### src/hdl/tvf_ram.sv
// generic single-port ram with registered read
module tvf_ram #(
   parameter int WIDTH = 8,
   parameter int DEPTH = 16
) (
   input  logic                     clock,
   input  logic                     rd_en,
   input  logic                     wr_en,
   input  logic [$clog2(DEPTH)-1:0] addr,
   input  logic [WIDTH-1:0]         wdata,
   output logic [WIDTH-1:0]         rdata
);

   logic [WIDTH-1:0] mem_ff [DEPTH];
   logic [WIDTH-1:0] rdata_ff;

   always_ff @(posedge clock) begin
      if (wr_en) begin
         mem_ff[addr] <= wdata;
      end
      if (rd_en) begin
         rdata_ff <= mem_ff[addr];
      end
   end

   assign rdata = rdata_ff;

endmodule

### config.mk
export PLATFORM = sky130hd
export DESIGN_NAME = tvf_ram
export DESIGN_NICKNAME = d
export VERILOG_FILES = /design/src/hdl/tvf_ram.sv
export SDC_FILE = /design/constraint.sdc
export NUM_CORES = 1
export LEC_CHECK = 0
export BUFFER_PORTS_ARGS = -buffer_cell sky130_fd_sc_hd__buf_2
export CELL_PAD_IN_SITES_DETAIL_PLACEMENT = 1
export CELL_PAD_IN_SITES_GLOBAL_PLACEMENT = 1
export CORE_ASPECT_RATIO = 0.5
export CORE_MARGIN = 5
export CORE_UTILIZATION = 25
export CTS_CLUSTER_DIAMETER = 100
export DETAILED_ROUTE_END_ITERATION = 6
export GPL_TIMING_DRIVEN = 1
export PLACE_DENSITY = 0.41
export RECOVER_POWER = 50
export SYNTH_ARGS = -nofsm -noshare
export SYNTH_HDL_FRONTEND = slang
export SYNTH_SLANG_ARGS = --single-unit
### constraint.sdc
create_clock -name clock -period 5.6 [get_ports clock]
set_clock_uncertainty 0.05 [all_clocks]
set_input_delay 0.84 -clock clock [delete_from_list [all_inputs] [get_ports clock]]
set_output_delay 0.84 -clock clock [all_outputs]
set_load 0.02 [all_outputs]
==> flow_summary.html <==
<table>
<tr><th>Metric</th><th>Value</th></tr>
<tr><th colspan="2">Outcome</th></tr>
<tr><td>Status</td><td>finished with violations</td></tr>
<tr><td>Violated checks</td><td>capacitance limit, slew limit</td></tr>
<tr><th colspan="2">Timing</th></tr>
<tr><td>Final-report hold violation count</td><td>0</td></tr>
<tr><td>Worst slew pin tran</td><td>1.809 ns</td></tr>
<tr><td>Fin Setup TNS</td><td>0 ns</td></tr>
<tr><td>Final Cycle Share</td><td>between 70% and 80%</td></tr>
<tr><td>Unrepaired setup endpoints after global routing</td><td>false</td></tr>
<tr><td>Max Freq</td><td>250.8 MHz</td></tr>
<tr><td>Final count of pins violating max slew</td><td>30</td></tr>
<tr><td>Time the worst path needs with I/O delays and setup</td><td>approximately 4.0 ns</td></tr>
<tr><td>Setup violation total in the final timing report</td><td>0</td></tr>
<tr><td>Min setup slack post-route</td><td>roughly 1.6 ns</td></tr>
<tr><td>Relative slew slack</td><td>-20.58%</td></tr>
<tr><th colspan="2">Layout</th></tr>
<tr><td>Net total in the final layout</td><td>281</td></tr>
<tr><td>Total non-filler cell area in the finished layout</td><td>0.006195 mm2</td></tr>
<tr><td>Commonest cells after routing, fill and taps aside</td><td>edfxtp_1, mux4_2, clkbuf_16, a22oi_1, nor2_1</td></tr>
<tr><td>Most frequent standard cell in the layout excluding fill and tap cells</td><td>edfxtp_1</td></tr>
<tr><td>Final core utilization</td><td>30.34%</td></tr>
<tr><td>Layout Area Growth over Synthesis</td><td>20.35%</td></tr>
<tr><td>Share of cells above drive strength 1</td><td>around 28%</td></tr>
<tr><td>Diode insertion count for antenna repair</td><td>0</td></tr>
<tr><th colspan="2">Clock network</th></tr>
<tr><td>Clock root buffer master</td><td>clkbuf_16</td></tr>
<tr><td>CTS H-Tree Depth</td><td>4</td></tr>
<tr><td>TritonCTS Sinks</td><td>around 140</td></tr>
<tr><td>Buffer count from post-CTS setup fixing</td><td>0</td></tr>
<tr><td>CTS buffer count</td><td>17</td></tr>
<tr><td>CTS tree</td><td>built</td></tr>
<tr><td>Quantity of gates resized following cts</td><td>0</td></tr>
<tr><td>Buffer levels on the longest clock path</td><td>2</td></tr>
<tr><td>Insertion delay of the later-clocked pin in the worst-skew pair</td><td>roughly 0.41 ns</td></tr>
<tr><td>Hold buffers post-CTS</td><td>0</td></tr>
<tr><td>Clock-pin transition on the worst setup and hold timing paths</td><td>approximately 0.06 ns</td></tr>
<tr><th colspan="2">Place</th></tr>
<tr><td>Input/output buffers</td><td>22</td></tr>
<tr><td>Pre-CTS setup slack</td><td>roughly 2.2 ns</td></tr>
<tr><td>DP Area</td><td>0.005584 mm2</td></tr>
<tr><td>Final HPWL DP</td><td>around 7800 um</td></tr>
<tr><td>Final weighted congestion in routability-driven placement</td><td>about 0.71</td></tr>
<tr><th colspan="2">Yosys</th></tr>
<tr><td>Synth area leaders</td><td>edfxtp_1, mux4_2, a22oi_1</td></tr>
<tr><td>Yosys top cell by area</td><td>edfxtp_1</td></tr>
<tr><td>Number of register bits inferred by synthesis</td><td>about 140</td></tr>
<tr><td>Number of distinct library cell variants in the gate-level netlist after synthesis</td><td>17</td></tr>
<tr><td>Average footprint of a synthesized cell</td><td>roughly 22 um2</td></tr>
<tr><td>Sequential element share of the synthesized area</td><td>between 70% and 80%</td></tr>
<tr><td>Gate count after technology mapping</td><td>230</td></tr>
<tr><td>Top-area cell type share of the netlist area</td><td>about four fifths</td></tr>
<tr><td>Post-synth net total</td><td>245</td></tr>
<tr><td>Ys Warns</td><td>0</td></tr>
<tr><td>Post-synth design cell area</td><td>a little over 0.005 mm2</td></tr>
<tr><th colspan="2">Worst setup path</th></tr>
<tr><td>Data arrival time of the worst path</td><td>3.97 ns</td></tr>
<tr><td>Critical Path Most Common Cell</td><td>clkbuf_1</td></tr>
<tr><td>CP Cell Sequence</td><td>clkbuf_1 -&gt; clkbuf_1 -&gt; nand2_1 -&gt; nor2_1</td></tr>
<tr><td>Largest stage delay on the critical path</td><td>1.35 ns</td></tr>
<tr><td>Category of the worst setup path capture point</td><td>register</td></tr>
<tr><td>Crit start category</td><td>input pin</td></tr>
<tr><td>Slowest cell on the critical path</td><td>clkbuf_1</td></tr>
<tr><td>Critical path start-end classification</td><td>in -&gt; reg</td></tr>
<tr><td>Critical-path maximum fanout</td><td>29</td></tr>
<tr><td>Worst endpoint required time</td><td>approximately 5.6 ns</td></tr>
<tr><th colspan="2">Floorplanning</th></tr>
<tr><td>Starting utilization of the core area</td><td>25.21%</td></tr>
<tr><td>Core area</td><td>0.02042 mm2</td></tr>
<tr><td># rows</td><td>37</td></tr>
<tr><td>Die Y-Extent</td><td>111.5 um</td></tr>
<tr><td>Horizontal die dimension</td><td>212.9 um</td></tr>
<tr><td>Total Die Area</td><td>0.02373 mm2</td></tr>
<tr><td>Count of pins on the block boundary</td><td>23</td></tr>
<tr><th colspan="2">Detailed routing</th></tr>
<tr><td>Count of vias placed by the detailed router</td><td>roughly 2300</td></tr>
<tr><td>Count of routing violations after the opening detailed-route iteration</td><td>~160</td></tr>
<tr><td>Drt drc</td><td>0</td></tr>
<tr><td>Count of nets left with antenna violations after detail routing</td><td>0</td></tr>
<tr><td>Average wire per standard cell</td><td>22.12 um</td></tr>
<tr><td>1st-pass router iterations</td><td>4</td></tr>
<tr><td>WL final</td><td>about 12000 um</td></tr>
<tr><td>Via/cell ratio</td><td>4.201</td></tr>
<tr><th colspan="2">Pwr</th></tr>
<tr><td>Leak Pwr</td><td>0.001932 uW</td></tr>
<tr><td>Maximum ir drop on the vdd rail</td><td>about 120 uV</td></tr>
<tr><td>Pwr Density</td><td>397.7 mW/mm2</td></tr>
<tr><th colspan="2">Min path</th></tr>
<tr><td>Worst min-delay path class</td><td>reg -&gt; reg</td></tr>
<tr><th colspan="2">Global route</th></tr>
<tr><td>GRT Util Overall</td><td>between 10% and 20%</td></tr>
<tr><td>Largest net degree at the start of global routing</td><td>30</td></tr>
<tr><td>Number of global-route vias before repair</td><td>between 2000 and 3000</td></tr>
<tr><td>Total grt overflow</td><td>0</td></tr>
<tr><td>Antenna violations before repair</td><td>1</td></tr>
<tr><td>First-pass GRT wire length</td><td>between 15000 and 20000 um</td></tr>
<tr><th colspan="2">Run</th></tr>
<tr><td>Reported max-cap violation count</td><td>1</td></tr>
</table>
==> critical path, delay by kind of cell <==
family / cells / cell delay (ns)
AND/OR/NAND/NOR: 2 / 1.21
buffers and inverters: 2 / 1.88
==> synthesized netlist by cell type, drive strengths merged <==
| cell type | count |
|---|---|
| mux4 | 32 |
| nor2b | 2 |
| and2 | 1 |
| nor3 | 4 |
| a22oi | 16 |
| buf | 8 |
| or3b | 1 |
| clkbuf | 3 |
| nor2 | 13 |
| nand2 | 9 |
| nand3 | 1 |
| edfxtp | 136 |
| nand2b | 2 |
| nand3b | 2 |
==> registers in the layout (all words and copies together) (netlist names) <==
| name | flops |
|---|---|
| mem_ff | 128 |
| rdata | 8 |
==> where the power goes <==
| group | switching [uW] | total [uW] | internal [uW] |
|---|---|---|---|
| logic | 73.4 | 114 | 40.1 |
| clock network | 413 | 1200 | 783 |
| registers | 6.67 | 1150 | 1150 |
| total | 493 | 2460 | 1970 |
==> logic make-up (layout without fill, tap and decap cells) <==
family	count (synthesis)	in the layout	synth area share, %
simple gates	35	35	3.160
flops	136	136	79.34
compound gates	16	16	2.334
mux	32	32	14.00
buf+inv	11	59	1.167
==> routing by layer <==
layer | GRT usage [%] | vias up | share of wire (%)
met2 | 17.14 | 39 | 50
li1 | - | 1041 | -
met1 | 14.62 | 1226 | 46
met4 | 3.579 | 0 | 0.95
met3 | 3.069 | 9 | 3.1
met5 | 0 | - | 0
==> final cells by class <==
| cell class | count | area (um2) |
|---|---|---|
| well taps | 273 | 341.6 |
| repair buffers | 28 | 135.1 |
| clock inverters | 14 | 205.2 |
| multi-input cells | 83 | 1003 |
| flip-flops and latches | 136 | 4084 |
| fillers | 2039 | 14220 |
| clock buffers | 17 | 425.4 |
==> through the flow <==
stage                     hold slack (ns)  total power, uW  instances
after detailed placement           0.6919             1294        520
after CTS                          0.7052             2489        551
after global placement             0.6810             1292        520
after floorplan                    0.6603             1238        230
final                              0.7004             2464        551
after global routing               0.7493             2555        551
==> worst paths after layout <==
| check | from | to | slack, ns | cells past startpoint |
|---|---|---|---|---|
| hold / removal | mem_ff[15][0] | rdata[0] | 0.70 | 3 |
| setup reg to reg | mem_ff[11][7] | rdata[7] | 3.86 | 3 |
| setup / recovery | addr[1] | mem_ff[15][0] | 1.61 | 4 |
| hold reg to reg | mem_ff[15][0] | rdata[0] | 0.70 | 3 |
Power figures use the tool's default switching activity.
