[config.mk]
export PLATFORM = sky130hd
export DESIGN_NAME = tvf_div
export DESIGN_NICKNAME = d
export VERILOG_FILES = /design/src/hdl/tvf_pkg.sv /design/src/hdl/tvf_div.sv
export SDC_FILE = /design/constraint.sdc
export NUM_CORES = 1
export LEC_CHECK = 0
export ABC_CLOCK_PERIOD_IN_PS = 3480
export BUFFER_PORTS_ARGS = -buffer_cell sky130_fd_sc_hd__buf_2
export CAP_MARGIN = 0
export CELL_PAD_IN_SITES_DETAIL_PLACEMENT = 0
export CELL_PAD_IN_SITES_GLOBAL_PLACEMENT = 2
export CORE_ASPECT_RATIO = 0.6
export CORE_MARGIN = 2
export CORE_UTILIZATION = 37
export CTS_CLUSTER_SIZE = 10
export DETAILED_ROUTE_END_ITERATION = 6
export PLACE_DENSITY_LB_ADDON = 0.15
export SLEW_MARGIN = 20
export SYNTH_ARGS = -nofsm -noshare
export SYNTH_HDL_FRONTEND = slang
export SYNTH_SLANG_ARGS = --single-unit
[constraint.sdc]
create_clock -name clock -period 3.48 [get_ports clock]
set_input_delay 0.522 -clock clock [delete_from_list [all_inputs] [get_ports clock]]
set_output_delay 0.522 -clock clock [all_outputs]
set_load 0.005 [all_outputs]
[src/hdl/tvf_pkg.sv]
// shared types and constants of the tsdf voxel fusion unit
package tvf_pkg;

   localparam int VOXEL_COUNT = 2097152;
   localparam int MEM_AW      = $clog2(VOXEL_COUNT);

   localparam logic [15:0]        DELTA_RESET  = 16'd50;
   localparam logic signed [15:0] DIST_RESET   = -16'sd32767;
   localparam logic [7:0]         COLOUR_RESET = 8'd127;
   localparam logic [15:0]        WEIGHT_MAX   = 16'hFFFF;
   localparam logic [31:0]        DIST_SCALE   = 32'd32767;

   typedef struct packed {
      logic signed [15:0] tsd;
      logic [15:0]        dw;
      logic [15:0]        cw;
      logic [7:0]         r;
      logic [7:0]         g;
      logic [7:0]         b;
   } voxel_type;

   localparam voxel_type VOXEL_RESET = '{
      tsd: DIST_RESET, dw: 16'd0, cw: 16'd0,
      r: COLOUR_RESET, g: COLOUR_RESET, b: COLOUR_RESET};

   typedef struct packed {
      logic                rd_en;
      logic                wr_en;
      logic [MEM_AW-1:0]   addr;
      voxel_type           wdata;
   } mem_req_type;

   typedef struct packed {
      logic        start;
      logic [31:0] num;
      logic [16:0] den;
   } div_req_type;

   typedef struct packed {
      logic        done;
      logic [31:0] quo;
   } div_rsp_type;

endpackage

[src/hdl/tvf_div.sv]
// iterative restoring divider, one quotient bit per cycle
module tvf_div
   import tvf_pkg::*;
(
   input  logic        clock,
   input  logic        reset,
   input  div_req_type req,
   output div_rsp_type rsp
);

   logic        busy_ff;
   logic        done_ff;
   logic [4:0]  cnt_ff;
   logic [31:0] num_ff;
   logic [31:0] quo_ff;
   logic [17:0] rem_ff;
   logic [16:0] den_ff;
   logic [17:0] rem_sh_in;
   logic        fits_in;

   assign rem_sh_in = {rem_ff[16:0], num_ff[31]};
   assign fits_in   = rem_sh_in >= {1'b0, den_ff};

   always_ff @(posedge clock) begin
      if (reset) begin
         busy_ff <= 1'b0;
         done_ff <= 1'b0;
         cnt_ff  <= '0;
      end else begin
         done_ff <= 1'b0;
         if (req.start) begin
            busy_ff <= 1'b1;
            cnt_ff  <= '0;
         end else if (busy_ff) begin
            cnt_ff <= cnt_ff + 5'd1;
            if (cnt_ff == 5'd31) begin
               busy_ff <= 1'b0;
               done_ff <= 1'b1;
            end
         end
      end
      if (req.start) begin
         num_ff <= req.num;
         den_ff <= req.den;
         rem_ff <= '0;
         quo_ff <= '0;
      end else if (busy_ff) begin
         num_ff <= {num_ff[30:0], 1'b0};
         rem_ff <= fits_in ? rem_sh_in - {1'b0, den_ff} : rem_sh_in;
         quo_ff <= {quo_ff[30:0], fits_in};
      end
   end

   assign rsp.done = done_ff;
   assign rsp.quo  = quo_ff;

endmodule

==> out/metrics.yaml, run 1 <==
status:
  outcome: "finished clean"
setup_path:
  end_kind: "flop"
  crit_path_start_kind: "flop"
  r2r-start: "num_ff[31]"
  worstPathArrival_ns: 3.27
  r2r-end: "rem_ff[1]"
  reg2reg_depth: 10
  critPathRequiredTime_ns: 3.74
  r2r_slack_ns: 0.47
  path_class: "reg2reg"
  worstPathMaxFanout: 10
synth:
  synth_flop_cell: "dfxtp_1"
  yosys_warnings: 0
  synth.area.top_cells: "edfxtp_1, dfxtp_1, mux2i_1"
  syn_inst: 438
  synth_edf_count: 49
  yosysTopAreaCellShare_pct: 29.6
  postSynthAreaPerCell_um2: 11.3
  synth_fp_nets: 510
  ys_seq_area_share_pct: 52.2
  synth_cell_types: 52
  yosysTopAreaCell: "edfxtp_1"
  syn_area_um2: 4970
  synth_seq_cells: 105
  ys_async_sr_fraction_pct: 0
grt:
  grt_overflow: 0
  grt_pass1_wl_um: 16500
  antenna_found_initial: 1
  first_global_vias: 3175
  track_usage_pct: 14.5
  grt_start_max_net_pins: 71
placed_design:
  io_buffers: 84
  globalplace.congestion: 0.798
  place_hpwl_um: 7120
worst_hold_path:
  hold_end: "busy_ff"
  min_from: "reset"
  hp-class: "in2reg"
  hold_depth: 2
drt:
  vias: 3362
  drcViolationCount: 0
  firstDrtPassIters: 4
  vias_per_cell: 4.88
  avgRoutedWirePerCell_um: 14.7
  ant_nets: 0
  drtIter0Drc: 209
  finalWirelength_um: 10100
timing:
  slew_viol_final: 0
  fin_crit_sh_pct: 86.4
  relSlewSlack_pct: 50.3
  finalSetupViolCount: 0
  final.min_clock_period_ns: 3.01
  rsz0062_at_grt: "no"
  fmax_mhz: 332
  final.setup_skew_ns: 0.00861
  hold_viol_final: 0
  setup_tns_ns: 0
  worst_pin_slew_ns: 0.745
pwr:
  total_power_w: 0.00289
  leakage_nw: 2.48
  powerDensity_nw_per_um2: 497
  irDropWorstVdd_mv: 0.221
layout:
  layout.nets: 586
  antenna_cells: 0
  drive_gt1_share_pct: 29.1
  finish.utilization_pct: 44.9
  regArea_um2: 2600
  areaGrowthSynthToFinish_pct: 17.1
  nFillCells: 1256
  multi_input_area_um2: 2190
die:
  num_rows: 32
  dieArea_um2: 14400
  core-area_um2: 13000
  die_w_um: 154
  initial_core_util_pct: 38.3
  io_pins: 85
  die_y_um: 93.8
clock_network:
  ctsLongestPathBuffers: 2
  cts_max_level: 3
  clock_latency_ns: 0.34
  clk_pin_slew_worst_paths_ns: 0.07
  cts.sinks: 105
  tritoncts: "yes"
  cts_resized: 0
  post_cts_buffers: 0
  clock-root-buffer: "clkbuf_16"
  cts_made_buffers: 9
  hold_buffers: 0
run:
  maxCapViolations: 0
[cells in the mapped netlist (all sizes together) (4+ instances only)]
master / instances
dfxtp: 56
nor2: 60
xor2: 5
mux2i: 39
a21oi: 14
a311oi: 4
o211a: 4
ha: 19
nand2b: 4
a21o: 6
xnor2: 9
a211oi: 11
inv: 20
nor3: 7
nand4: 4
clkbuf: 15
nand2: 22
mux2: 31
o21ai: 10
buf: 7
edfxtp: 49
o21a: 6
[state kept, by name, indices dropped and copies added, names as in the netlist]
| signal | flops |
|---|---|
| num_ff | 32 |
| quo_ff | 32 |
| den_ff | 17 |
| rem_ff | 17 |
| cnt_ff | 5 |
| busy_ff | 1 |
| done_ff | 1 |
[stage by stage]
step | area, µm² | hold WS [ns] | setup WS (ns) | instances
global route | 5820 | 0.337 | 0.183 | 689
finish | 5820 | 0.343 | 0.472 | 689
CTS | 5820 | 0.331 | 0.469 | 689
floorplan | 4970 | 0.467 | 0.833 | 438
global placement | 5530 | 0.471 | 0.582 | 673
detailed placement | 5530 | 0.494 | 0.502 | 673
[routing by layer]
metal	up-vias	wire (µm)	GRT usage, %	part of all wire [%]
li1	1733	-	-	-
met1	1540	5490	22.5	54
met2	79	3900	19.3	39
met3	8	634	4.66	6.3
met4	2	58	3.21	0.57
met5	-	13	0	0.13
[placed cells by master, fill, tap and decap left out, types with 3 or more instances in the layout]
master,count
buf_4,3
inv_1,20
nor3_1,7
o21a_1,6
nand3_1,3
nand4_1,4
xnor2_1,9
ha_1,19
mux2_2,31
buf_2,83
o31ai_1,3
nand2b_1,4
nand2_1,20
a21oi_1,12
a211oi_2,3
nor2_1,60
or2_2,3
o211a_1,4
o21ai_0,9
a211oi_1,8
xor2_1,5
a21o_1,5
edfxtp_1,49
a311oi_2,3
dfxtp_1,55
clkbuf_16,9
mux2i_1,39
[worst max-delay path: stages (launching register included)]
cell      delay [ns]
edfxtp_1        0.38
inv_1           0.07
ha_1            0.17
inv_1           0.06
fa_1            0.43
a211oi_2        0.37
o211ai_2        0.16
a311oi_2        0.44
o211ai_2        0.39
mux2i_1         0.21
a211oi_1        0.25
[worst max path at each step]
| stage | startpoint | endpoint | slack, ns | cells past startpoint |
|---|---|---|---|---|
| finish | num_ff[31] | rem_ff[1] | 0.47 | 10 |
| global route | num_ff[31] | rem_ff[12] | 0.18 | 10 |
| CTS | num_ff[31] | rem_ff[1] | 0.47 | 10 |
| detailed placement | num_ff[31] | rem_ff[9] | 0.50 | 10 |
| global placement | num_ff[31] | rem_ff[8] | 0.58 | 12 |
| floorplan | num_ff[31] | rem_ff[10] | 0.83 | 12 |
[report_power, final]
| group | internal, W | total [W] | switching (W) |
|---|---|---|---|
| registers | 0.00138 | 0.00143 | 0.0000465 |
| logic | 0.000218 | 0.000480 | 0.000262 |
| clock network | 0.000504 | 0.000984 | 0.000480 |
| total | 0.00210 | 0.00289 | 0.000789 |
[area by class of cell]
cell class	count	area share, %
clock buffer	10	3.93
clock inverter	6	0.989
inverter	20	1.29
multi-input combinational	291	37.6
sequential	105	44.6
tap	170	3.66
timing repair buffer	87	7.87
[kinds of logic (layout without fill, tap and decap cells)]
logic type                 Yosys count  in the layout  share of synthesized area [%]
AOI/OAI and AO/OA                   74             74                           11.5
xor gates and xnor gates            14             14                           2.47
adders and majority gates           20             20                           5.19
buffers and inverters               42            123                           3.73
DFF                                105            105                           52.2
muxes                               70             70                           14.9
and+or+nand+nor                    113            113                           10.0
No activity file was read; power rests on OpenSTA's default activity.
==> run 2: changes to the inputs <==
Settings changed: REMOVE_ABC_BUFFERS set to 1.
==> run 2 against run 1 <==
Fmax decreased by 2.4%. Clock power up 6%. Via count increased by 0.92%. Final cell count up 0.15%. Largest power group unchanged. Highest routed layer is now met4.
==> out/metrics.yaml, run 2 (synthesized netlist as in run 1, its figures left out) <==
timing:
  fin_crit_sh_pct: 88.6  # +2.2 points
  final.min_clock_period_ns: 3.08  # +0.0753 ns
  hold_viol_final: 0  # unchanged
  setup_tns_ns: 0  # unchanged
  relSlewSlack_pct: 47.3  # -3.0 points
  slew_viol_final: 0  # unchanged
  finalSetupViolCount: 0  # unchanged
  fmax_mhz: 324  # -2.4%
  rsz0062_at_grt: "no"
  final.setup_skew_ns: 0.0124  # +0.00380 ns
  worst_pin_slew_ns: 0.790  # +0.0450 ns
  fin_hold_ws_ns: 0.342  # -0.00136 ns
clock_network:
  cts_made_buffers: 9  # unchanged
  clock-root-buffer: "clkbuf_16"
  hold_buffers: 0  # unchanged
  cts_resized: 0  # unchanged
  ctsLongestPathBuffers: 2  # unchanged
  cts.sinks: 105  # unchanged
  clock_latency_ns: 0.35  # about the same
  clk_pin_slew_worst_paths_ns: 0.07  # about the same
  tritoncts: "yes"
  cts_max_level: 3  # unchanged
  post_cts_buffers: 0  # unchanged
grt:
  grt_start_max_net_pins: 57  # -20%
  grt_overflow: 0  # unchanged
  antenna_found_initial: 0  # -1
  grt_pass1_wl_um: 17300  # +4.9%
  track_usage_pct: 15.1  # +0.59 points
  first_global_vias: 3375  # +6.3%
die:
  dieArea_um2: 14400  # unchanged
  die_w_um: 154  # unchanged
  die_y_um: 93.8  # unchanged
  initial_core_util_pct: 38.3  # unchanged
  io_pins: 85  # unchanged
  core-area_um2: 13000  # unchanged
  num_rows: 32  # unchanged
drt:
  drtIter0Drc: 188  # -10%
  finalWirelength_um: 10400  # +2.8%
  firstDrtPassIters: 4  # unchanged
  ant_nets: 0  # unchanged
  vias_per_cell: 4.92  # +0.78%
  drcViolationCount: 0  # unchanged
  vias: 3393  # +0.92%
  avgRoutedWirePerCell_um: 15.0  # +2.6%
setup_path:
  startpoint: "num_ff[31]"
  worstPathArrival_ns: 3.28  # about the same
  critPathBufInv: 3  # +1
  r2r-start: "num_ff[31]"
  end_kind: "flop"
  crit_path_start_kind: "flop"
  critPathMaxStageDelay_ns: 0.43  # about the same
  worstPathMaxFanout: 7  # -3
  cp_top_family: "compound AO/OA/AOI/OAI gates"
  critPathRequiredTime_ns: 3.67  # -0.07 ns
  crit_path_top_delay_cell: "fa_1"
  path_cells: "inv_1 > ha_1 > inv_1 > fa_1 > a211oi_2 > o211ai_2 > a311oi_2 > o211a_1 > buf_4 > a311oi_1 > a21oi_2 > a211oi_2"
  path_class: "reg2reg"
layout:
  nFillCells: 1272  # +1.3%
  final_common_cell: "buf_2"
  layout.cells.non_filler: 690  # +0.15%
  final_cell_mix: "buf_2, nor2_1, dfxtp_1"
  areaGrowthSynthToFinish_pct: 17.7
  layout.nets: 587  # +0.17%
  multi_input_area_um2: 2190  # unchanged
  top_regs: "num_ff: 32 flops, quo_ff: 32 flops"
  antenna_cells: 0  # unchanged
  drive_gt1_share_pct: 29.2  # +0.14 points
  regArea_um2: 2600  # unchanged
  design_area_um2: 5850  # +0.49%
pwr:
  total_power_w: 0.00295  # +2.1%
  irDropWorstVdd_mv: 0.225  # +1.9%
  powerDensity_nw_per_um2: 505  # +1.6%
  leakage_nw: 2.49  # +0.56%
status:
  outcome: "finished clean"
placed_design:
  io_buffers: 84  # unchanged
  placed_area_um2: 5540  # +0.14%
  place_hpwl_um: 7130  # about the same
  dp.cells: 674  # +0.15%
  globalplace.congestion: 0.781  # -2.1%
worst_hold_path:
  min_from: "reset"
  hp-class: "in2reg"
run:
  maxCapViolations: 0  # unchanged
## run 2: layout make-up
cell class | instances | share of cell area [%]
Inverter | 20 | 1.28
Multi-Input combinational cell | 291 | 37.5
Sequential cell | 105 | 44.4
Clock buffer | 10 | 4.28
Tap cell | 170 | 3.64
Clock inverter | 6 | 0.984
Timing Repair Buffer | 88 | 7.96
## run 2: layer usage
layer	share of wire (%)	GRT usage, %
met1	56	22.3
met2	39	21.3
met3	4.8	4.94
met4	0.73	3.44
met5	0	0
## run 2: metrics by stage
stage	setup slack (ns)	utilization [%]
3_3_place_gp	0.535	42.7
4_1_cts	0.387	45.1
3_5_place_dp	0.416	42.7
6_report	0.396	45.1
5_1_grt	0.152	45.1
2_1_floorplan	0.352	-
## run 2: path summary, 6_finish.rpt
kind / slack (ns) / to / cells after the start
max reg2reg: 0.40 / rem_ff[8] / 12
max: 0.40 / rem_ff[8] / 12
min: 0.34 / busy_ff / 2
min reg2reg: 0.51 / cnt_ff[3] / 2
## run 2: power breakdown
part | internal (W) | switching (W)
clock | 0.000545 | 0.000490
combinational | 0.000222 | 0.000276
sequential | 0.00138 | 0.0000391
