--- src/hdl/tvf_pkg.sv ---
// shared types and constants of the tsdf voxel fusion unit
package tvf_pkg;

   localparam int VOXEL_COUNT = 2097152;
   localparam int MEM_AW      = $clog2(VOXEL_COUNT);

   localparam logic [15:0]        DELTA_RESET  = 16'd50;
   localparam logic signed [15:0] DIST_RESET   = -16'sd32767;
   localparam logic [7:0]         COLOUR_RESET = 8'd127;
   localparam logic [15:0]        WEIGHT_MAX   = 16'hFFFF;
   localparam logic [31:0]        DIST_SCALE   = 32'd32767;

   typedef struct packed {
      logic signed [15:0] tsd;
      logic [15:0]        dw;
      logic [15:0]        cw;
      logic [7:0]         r;
      logic [7:0]         g;
      logic [7:0]         b;
   } voxel_type;

   localparam voxel_type VOXEL_RESET = '{
      tsd: DIST_RESET, dw: 16'd0, cw: 16'd0,
      r: COLOUR_RESET, g: COLOUR_RESET, b: COLOUR_RESET};

   typedef struct packed {
      logic                rd_en;
      logic                wr_en;
      logic [MEM_AW-1:0]   addr;
      voxel_type           wdata;
   } mem_req_type;

   typedef struct packed {
      logic        start;
      logic [31:0] num;
      logic [16:0] den;
   } div_req_type;

   typedef struct packed {
      logic        done;
      logic [31:0] quo;
   } div_rsp_type;

endpackage

--- src/hdl/tvf_ctrl.sv ---
// update sequencer: clear pass, read, divide steps, write back
module tvf_ctrl
   import tvf_pkg::*;
(
   input  logic               clock,
   input  logic               reset,
   input  logic               start,
   output logic               busy,
   input  logic [20:0]        req_voxel_address,
   input  logic signed [16:0] req_voxel_depth,
   input  logic [15:0]        req_measured_depth,
   input  logic               req_in_view,
   input  logic [7:0]         req_pixel_red,
   input  logic [7:0]         req_pixel_green,
   input  logic [7:0]         req_pixel_blue,
   input  logic [15:0]        delta,
   output mem_req_type        mem_req,
   input  voxel_type          mem_rdata,
   output div_req_type        div_req,
   input  div_rsp_type        div_rsp,
   output logic               rsp_valid,
   output logic [20:0]        rsp_voxel_index_out,
   output logic               rsp_was_updated,
   output logic signed [15:0] rsp_distance_value,
   output logic [15:0]        rsp_distance_weight,
   output logic [7:0]         rsp_red_out,
   output logic [7:0]         rsp_green_out,
   output logic [7:0]         rsp_blue_out
);

   typedef enum logic [3:0] {
      CLEAR, IDLE, LOAD, DIV_T, DIST, DIV_D, COLOUR, DIV_R, DIV_G, DIV_B, FINISH
   } state_type;

   localparam logic [MEM_AW-1:0] LAST_ADDR = MEM_AW'(VOXEL_COUNT - 1);

   state_type          state_ff;
   logic [MEM_AW-1:0]  clr_ff;
   logic [20:0]        addr_ff;
   logic signed [16:0] vdepth_ff;
   logic [15:0]        mdepth_ff;
   logic               view_ff;
   logic [7:0]         pr_ff, pg_ff, pb_ff;
   logic [15:0]        delta_ff;
   logic               in_range_ff;
   logic               active_ff;
   logic               near_ff;
   logic               t_neg_ff;
   logic signed [32:0] prod_ff;
   logic signed [15:0] tq_ff;
   voxel_type          old_ff;
   voxel_type          new_ff;
   logic               div_start_ff;
   logic [31:0]        div_num_ff;
   logic [16:0]        div_den_ff;

   logic signed [17:0] sdf_in, delta_s_in, t_in;
   logic [16:0]        abs_t_in;
   logic               active_in;
   logic [31:0]        num_t_in;
   logic signed [15:0] tq_in;
   logic signed [32:0] sum_d_in;
   logic [31:0]        mag_d_in;
   logic [16:0]        den_d_in;
   logic [16:0]        den_c_in;
   logic [31:0]        num_r_in, num_g_in, num_b_in;
   logic [15:0]        quo_lo_in;

   // load-state arithmetic on the registered request word
   always_comb begin
      delta_s_in = $signed({2'b00, delta_ff});
      sdf_in     = $signed({vdepth_ff[16], vdepth_ff}) - $signed({2'b00, mdepth_ff});
      if (sdf_in > delta_s_in) begin
         t_in = delta_s_in;
      end else if (sdf_in < -delta_s_in) begin
         t_in = -delta_s_in;
      end else begin
         t_in = sdf_in;
      end
      abs_t_in  = t_in[17] ? 17'(-t_in) : 17'(t_in);
      num_t_in  = {15'd0, abs_t_in} * DIST_SCALE + {17'd0, delta_ff[15:1]};
      active_in = (vdepth_ff > 17'sd0) && view_ff && (mdepth_ff != 16'd0) && in_range_ff;
   end

   assign quo_lo_in = div_rsp.quo[15:0];
   assign tq_in     = t_neg_ff ? -$signed(quo_lo_in) : $signed(quo_lo_in);

   always_comb begin
      sum_d_in = prod_ff + 33'($signed(tq_ff));
      mag_d_in = sum_d_in[32] ? 32'(-sum_d_in) : 32'(sum_d_in);
      den_d_in = {1'b0, old_ff.dw} + 17'd1;
      den_c_in = {1'b0, old_ff.cw} + 17'd1;
      num_r_in = 32'(old_ff.r) * 32'(old_ff.cw) + 32'(pr_ff);
      num_g_in = 32'(old_ff.g) * 32'(old_ff.cw) + 32'(pg_ff);
      num_b_in = 32'(old_ff.b) * 32'(old_ff.cw) + 32'(pb_ff);
   end

   always_ff @(posedge clock) begin
      if (reset) begin
         state_ff     <= CLEAR;
         clr_ff       <= '0;
         div_start_ff <= 1'b0;
      end else begin
         div_start_ff <= 1'b0;
         case (state_ff)
            CLEAR: begin
               clr_ff <= clr_ff + 1'b1;
               if (clr_ff == LAST_ADDR) begin
                  state_ff <= IDLE;
               end
            end
            IDLE: begin
               if (start) begin
                  addr_ff     <= req_voxel_address;
                  vdepth_ff   <= req_voxel_depth;
                  mdepth_ff   <= req_measured_depth;
                  view_ff     <= req_in_view;
                  pr_ff       <= req_pixel_red;
                  pg_ff       <= req_pixel_green;
                  pb_ff       <= req_pixel_blue;
                  delta_ff    <= (delta == 16'd0) ? 16'd1 : delta;
                  in_range_ff <= 32'(req_voxel_address) < 32'(VOXEL_COUNT);
                  state_ff    <= LOAD;
               end
            end
            LOAD: begin
               old_ff    <= mem_rdata;
               new_ff    <= in_range_ff ? mem_rdata : '0;
               active_ff <= active_in;
               near_ff   <= sdf_in <= delta_s_in;
               t_neg_ff  <= t_in[17];
               prod_ff   <= mem_rdata.tsd * $signed({1'b0, mem_rdata.dw});
               if (active_in) begin
                  div_start_ff <= 1'b1;
                  div_num_ff   <= num_t_in;
                  div_den_ff   <= {1'b0, delta_ff};
                  state_ff     <= DIV_T;
               end else begin
                  state_ff <= FINISH;
               end
            end
            DIV_T: begin
               if (div_rsp.done) begin
                  tq_ff    <= tq_in;
                  state_ff <= near_ff ? DIST : COLOUR;
               end
            end
            DIST: begin
               // distance numerator is only formed once tq is known
               div_start_ff <= 1'b1;
               div_num_ff   <= mag_d_in + {16'd0, den_d_in[16:1]};
               div_den_ff   <= den_d_in;
               state_ff     <= DIV_D;
            end
            DIV_D: begin
               if (div_rsp.done) begin
                  new_ff.tsd <= sum_d_in[32] ? -$signed(quo_lo_in) : $signed(quo_lo_in);
                  new_ff.dw  <= (old_ff.dw == WEIGHT_MAX) ? WEIGHT_MAX : old_ff.dw + 16'd1;
                  state_ff   <= COLOUR;
               end
            end
            COLOUR: begin
               if (old_ff.cw == 16'd0) begin
                  new_ff.r  <= pr_ff;
                  new_ff.g  <= pg_ff;
                  new_ff.b  <= pb_ff;
                  new_ff.cw <= near_ff ? 16'd1 : 16'd0;
                  state_ff  <= FINISH;
               end else if (near_ff) begin
                  div_start_ff <= 1'b1;
                  div_num_ff   <= num_r_in;
                  div_den_ff   <= den_c_in;
                  state_ff     <= DIV_R;
               end else begin
                  state_ff <= FINISH;
               end
            end
            DIV_R: begin
               if (div_rsp.done) begin
                  new_ff.r     <= div_rsp.quo[7:0];
                  div_start_ff <= 1'b1;
                  div_num_ff   <= num_g_in;
                  state_ff     <= DIV_G;
               end
            end
            DIV_G: begin
               if (div_rsp.done) begin
                  new_ff.g     <= div_rsp.quo[7:0];
                  div_start_ff <= 1'b1;
                  div_num_ff   <= num_b_in;
                  state_ff     <= DIV_B;
               end
            end
            DIV_B: begin
               if (div_rsp.done) begin
                  new_ff.b  <= div_rsp.quo[7:0];
                  new_ff.cw <= (old_ff.cw == WEIGHT_MAX) ? WEIGHT_MAX : old_ff.cw + 16'd1;
                  state_ff  <= FINISH;
               end
            end
            FINISH: begin
               state_ff <= IDLE;
            end
            default: begin
               state_ff <= IDLE;
            end
         endcase
      end
   end

   always_comb begin
      mem_req.rd_en = 1'b0;
      mem_req.wr_en = 1'b0;
      mem_req.addr  = MEM_AW'(addr_ff);
      mem_req.wdata = new_ff;
      case (state_ff)
         CLEAR: begin
            mem_req.wr_en = 1'b1;
            mem_req.addr  = clr_ff;
            mem_req.wdata = VOXEL_RESET;
         end
         IDLE: begin
            mem_req.rd_en = start;
            mem_req.addr  = MEM_AW'(req_voxel_address);
         end
         FINISH: begin
            mem_req.wr_en = active_ff;
         end
         default: begin
            mem_req.wr_en = 1'b0;
         end
      endcase
   end

   assign div_req.start = div_start_ff;
   assign div_req.num   = div_num_ff;
   assign div_req.den   = div_den_ff;

   assign busy                = state_ff != IDLE;
   assign rsp_valid           = state_ff == FINISH;
   assign rsp_voxel_index_out = addr_ff;
   assign rsp_was_updated     = active_ff && (new_ff != old_ff);
   assign rsp_distance_value  = new_ff.tsd;
   assign rsp_distance_weight = new_ff.dw;
   assign rsp_red_out         = new_ff.r;
   assign rsp_green_out       = new_ff.g;
   assign rsp_blue_out        = new_ff.b;

endmodule

--- config.mk ---
export PLATFORM = sky130hd
export DESIGN_NAME = tvf_ctrl
export DESIGN_NICKNAME = d
export VERILOG_FILES = /design/src/hdl/tvf_pkg.sv /design/src/hdl/tvf_ctrl.sv
export SDC_FILE = /design/constraint.sdc
export NUM_CORES = 2
export LEC_CHECK = 0
export BUFFER_PORTS_ARGS = -buffer_cell sky130_fd_sc_hd__clkbuf_2
export CAP_MARGIN = 0
export CORE_ASPECT_RATIO = 1.4
export CORE_MARGIN = 2
export CORE_UTILIZATION = 63
export CTS_BUF_LIST = sky130_fd_sc_hd__clkbuf_16
export CTS_CLUSTER_SIZE = 14
export DETAILED_ROUTE_END_ITERATION = 6
export GPL_ROUTABILITY_DRIVEN = 0
export GPL_TIMING_DRIVEN = 1
export PLACE_DENSITY = 0.87
export REMOVE_ABC_BUFFERS = 1
export SYNTH_ARGS = -nofsm -noshare
export SYNTH_HDL_FRONTEND = slang
export SYNTH_SLANG_ARGS = --single-unit
--- constraint.sdc ---
create_clock -name clock -period 18.6 [get_ports clock]
set_input_delay 2.79 -clock clock [delete_from_list [all_inputs] [get_ports clock]]
set_output_delay 2.79 -clock clock [all_outputs]
set_load 0.01 [all_outputs]
==> results.yml <==
synth:
  synth.top_cell.area_share_pct: 23.6
  ys_seq_area_share_pct: 21.3
  yosysTopAreaCell: "fa_1"
  postSynthAreaPerCell_um2: 9.29
  yosysUniqueCellTypes: 91
  ys.flop_type: "edfxtp_1"
  synth.yosys.warnings: 0
  syn_inst: 5429
  synth_area_leaders: "fa_1 24%, edfxtp_1 20%, ha_1 12%"
  syn_area_um2: 50500
  async_reset_ff_share_pct: 0
  ys_ff_latch: 366
  synth_edf_count: 340
route:
  first_pass_iters: 7
  drc: 1
  wl_met1_um: 51000
  route.met2.wl_um: 71600
  post_drt_wl_per_cell_um: 23.8
  vias_per_cell: 6.30
  highest_layer: "met5"
  routed_wl_um: 160000
  wl_met3_um: 20300
  ant_nets: 0
  num_vias: 42300
  dr.first_iter.drc_count: 4227
worst_setup_path:
  r2r_slack_ns: 5.28
  critPathRequiredTime_ns: 18.92
  critPathKind: "reg -> reg"
  max_stage_delay_ns: 0.68
  reg2reg_from: "mdepth_ff[1]"
  crit_fanout: 22
  worstPathArrival_ns: 13.64
  worstRegToRegCells: 50
  worstReg2RegEnd: "div_num_ff[31]"
  cp-end-kind: "register"
  start_kind: "register"
  critPathSlowestCell: "a2111oi_0"
  crit_top_cell: "a21oi_1"
clocking:
  clockBufferDepth: 3
  cts_hold_buf: 0
  cts_tree: "built"
  clk_latency_ns: 0.65
  clock-sinks: 366
  htreeDepth: 2
  cts_inserted_buffers: 40
  post_cts_resize_count: 0
  path_clk_slew_ns: 0.06
  clockRootBuffer: "clkbuf_16"
  post_cts_buffers: 0
job:
  cap_violations: 0
global_route:
  grt_pass1_vias: 43800
  grt_pass1_wl_um: 245000
  antenna_found_initial: 20
  grt.overflow.total: 0
  grt_max_degree: 72
  grt.total_usage_pct: 39.2
timing:
  worst_pin_slew_ns: 1.32
  rsz0062_at_grt: "no"
  fin_worst_hold_slack_ns: 0.550
  final_max_slew_viol_count: 0
  post-route-period-util_pct: 71.6
  hold_violations: 0
  skew_ns: 0.0527
  setup-violations-final: 0
  relSlewSlack_pct: 11.7
  fmax_ghz: 0.0751
  fin_setup_tns_ns: 0
  finalCriticalPeriod_ns: 13.32
cells_and_area:
  syn2layout_area_growth_pct: 7.47
  final_layout_size_suffix_gt1_share_pct: 10.6
  nets: 6924
floorplan:
  top_level_ports: 428
  rows: 122
  die_w_um: 243
  core_area_um2: 79200
  die_h_um: 339
  start_util_pct: 63.7
  die_area_um2: 82400
status:
  status: "finished, violations left"
  violations: "design-rule violations"
place:
  io_buffers: 411
  dpl.hpwl_um: 124000
worst_hold_path:
  min_from: "clr_ff[18]"
  hold_path_class: "reg -> reg"
  min_to: "clr_ff[18]"
  hold_path_depth: 2
-- worst max path at each step --
stage	depth (start not counted)	start	slack, ns	to
2_1_floorplan	1	reset	4.72	active_ff
3_3_place_gp	50	mdepth_ff[1]	6.01	div_num_ff[31]
3_5_place_dp	50	mdepth_ff[1]	5.62	div_num_ff[31]
4_1_cts	50	mdepth_ff[1]	5.52	div_num_ff[31]
5_1_grt	50	mdepth_ff[1]	4.47	div_num_ff[31]
6_report	50	mdepth_ff[1]	5.28	div_num_ff[31]
-- critical path, delay by kind of cell (launching register included) --
family / cells / cell delay [ns]
and+or+nand+nor: 8 / 1.32
buffers and inverters: 6 / 1.06
adders and majority gates: 9 / 3.70
AOI/OAI and AO/OA: 23 / 5.53
xor gates and xnor gates: 4 / 0.93
DFF: 1 / 0.44
-- metrics by stage --
| step | cell area, um2 | utilization, % | instances | worst slack, ns |
|---|---|---|---|---|
| finish | 54200 | 68.5 | 6719 | 5.28 |
| global route | 54200 | 68.4 | 6712 | 4.47 |
| CTS | 54200 | 68.4 | 6709 | 5.52 |
| detailed placement | 52900 | 66.8 | 6637 | 5.62 |
| global placement | 52900 | 66.8 | 6637 | 6.01 |
| floorplan | 49100 | - | 5124 | 4.72 |
-- flip-flops by register name (all words and copies together) (netlist names), 17 cells and up --
signal               count
rsp_voxel_index_out     21
old_ff                  72
clr_ff                  21
div_num_ff              32
prod_ff                 33
vdepth_ff               17
div_den_ff              17
-- cell type report --
| cell class | count | area (um2) |
|---|---|---|
| Clock inverter | 31 | 249 |
| Inverter | 858 | 3220 |
| Timing Repair Buffer | 460 | 2420 |
| Multi-Input combinational cell | 3900 | 35200 |
| Clock buffer | 41 | 1030 |
| Antenna cell | 9 | 22.5 |
| Fill cell | 5688 | 25000 |
| Tap cell | 1054 | 1320 |
| Sequential cell | 366 | 10700 |
-- cells in the mapped netlist (all sizes together), types with 15 or more instances --
cell	instances
or3	35
nand2	540
o22ai	26
ha	501
a21oi	241
a211oi	35
edfxtp	340
nor2	241
nor3	66
nand4	51
buf	73
inv	858
o31ai	25
and2	289
nand3	65
and3	39
xnor2	250
o21ai	149
xor2	136
a31oi	34
o211ai	15
dfxtp	26
o21a	35
clkbuf	232
a221o	17
fa	594
nor2b	75
o21bai	30
mux2i	40
a21o	72
nor4	35
a22oi	17
or2	33
nand2b	44
-- cell families after synthesis --
group / after synthesis / share of synthesized area (%)
adder cells (fa/ha/maj): 1096 / 36.0
XOR/XNOR: 386 / 6.71
flip-flops: 366 / 21.3
AND/OR/NAND/NOR: 1550 / 15.3
multiplexers: 48 / 0.972
AO/OA/AOI/OAI: 820 / 10.7
buffers and inverters: 1163 / 9.08
-- routing by layer --
layer | global-route usage [%] | vias up
li1 | - | 18200
met1 | 42.6 | 20300
met2 | 61.0 | 2794
met3 | 13.6 | 970
met4 | 33.3 | 26
met5 | 1.29 | -
-- layout by cell type, fill, tap and decap left out, types with 24 or more instances in the layout --
cell type and instances:
mux2i_1 40, xnor2_1 248, clkbuf_16 41, clkbuf_2 411, nand3_1 65, a21o_1 72
nor4_1 31, nor3_1 63, buf_4 48, or2_2 33, a211oi_1 35, nand2_1 538
dfxtp_1 25, nand4_1 50, nand2b_1 44, o22ai_1 26, inv_1 867, nor2_1 235
o21a_1 35, edfxtp_1 340, xor2_1 135, o31ai_1 24, a31oi_1 34, fa_1 594
o21bai_1 30, and3_1 39, or3_1 34, a21oi_1 240, o21ai_0 142, nor2b_1 74
ha_1 501, and2_1 288
Power is not shown: default switching activity piles up to over one toggle a cycle in this logic, so the estimate is an artifact.
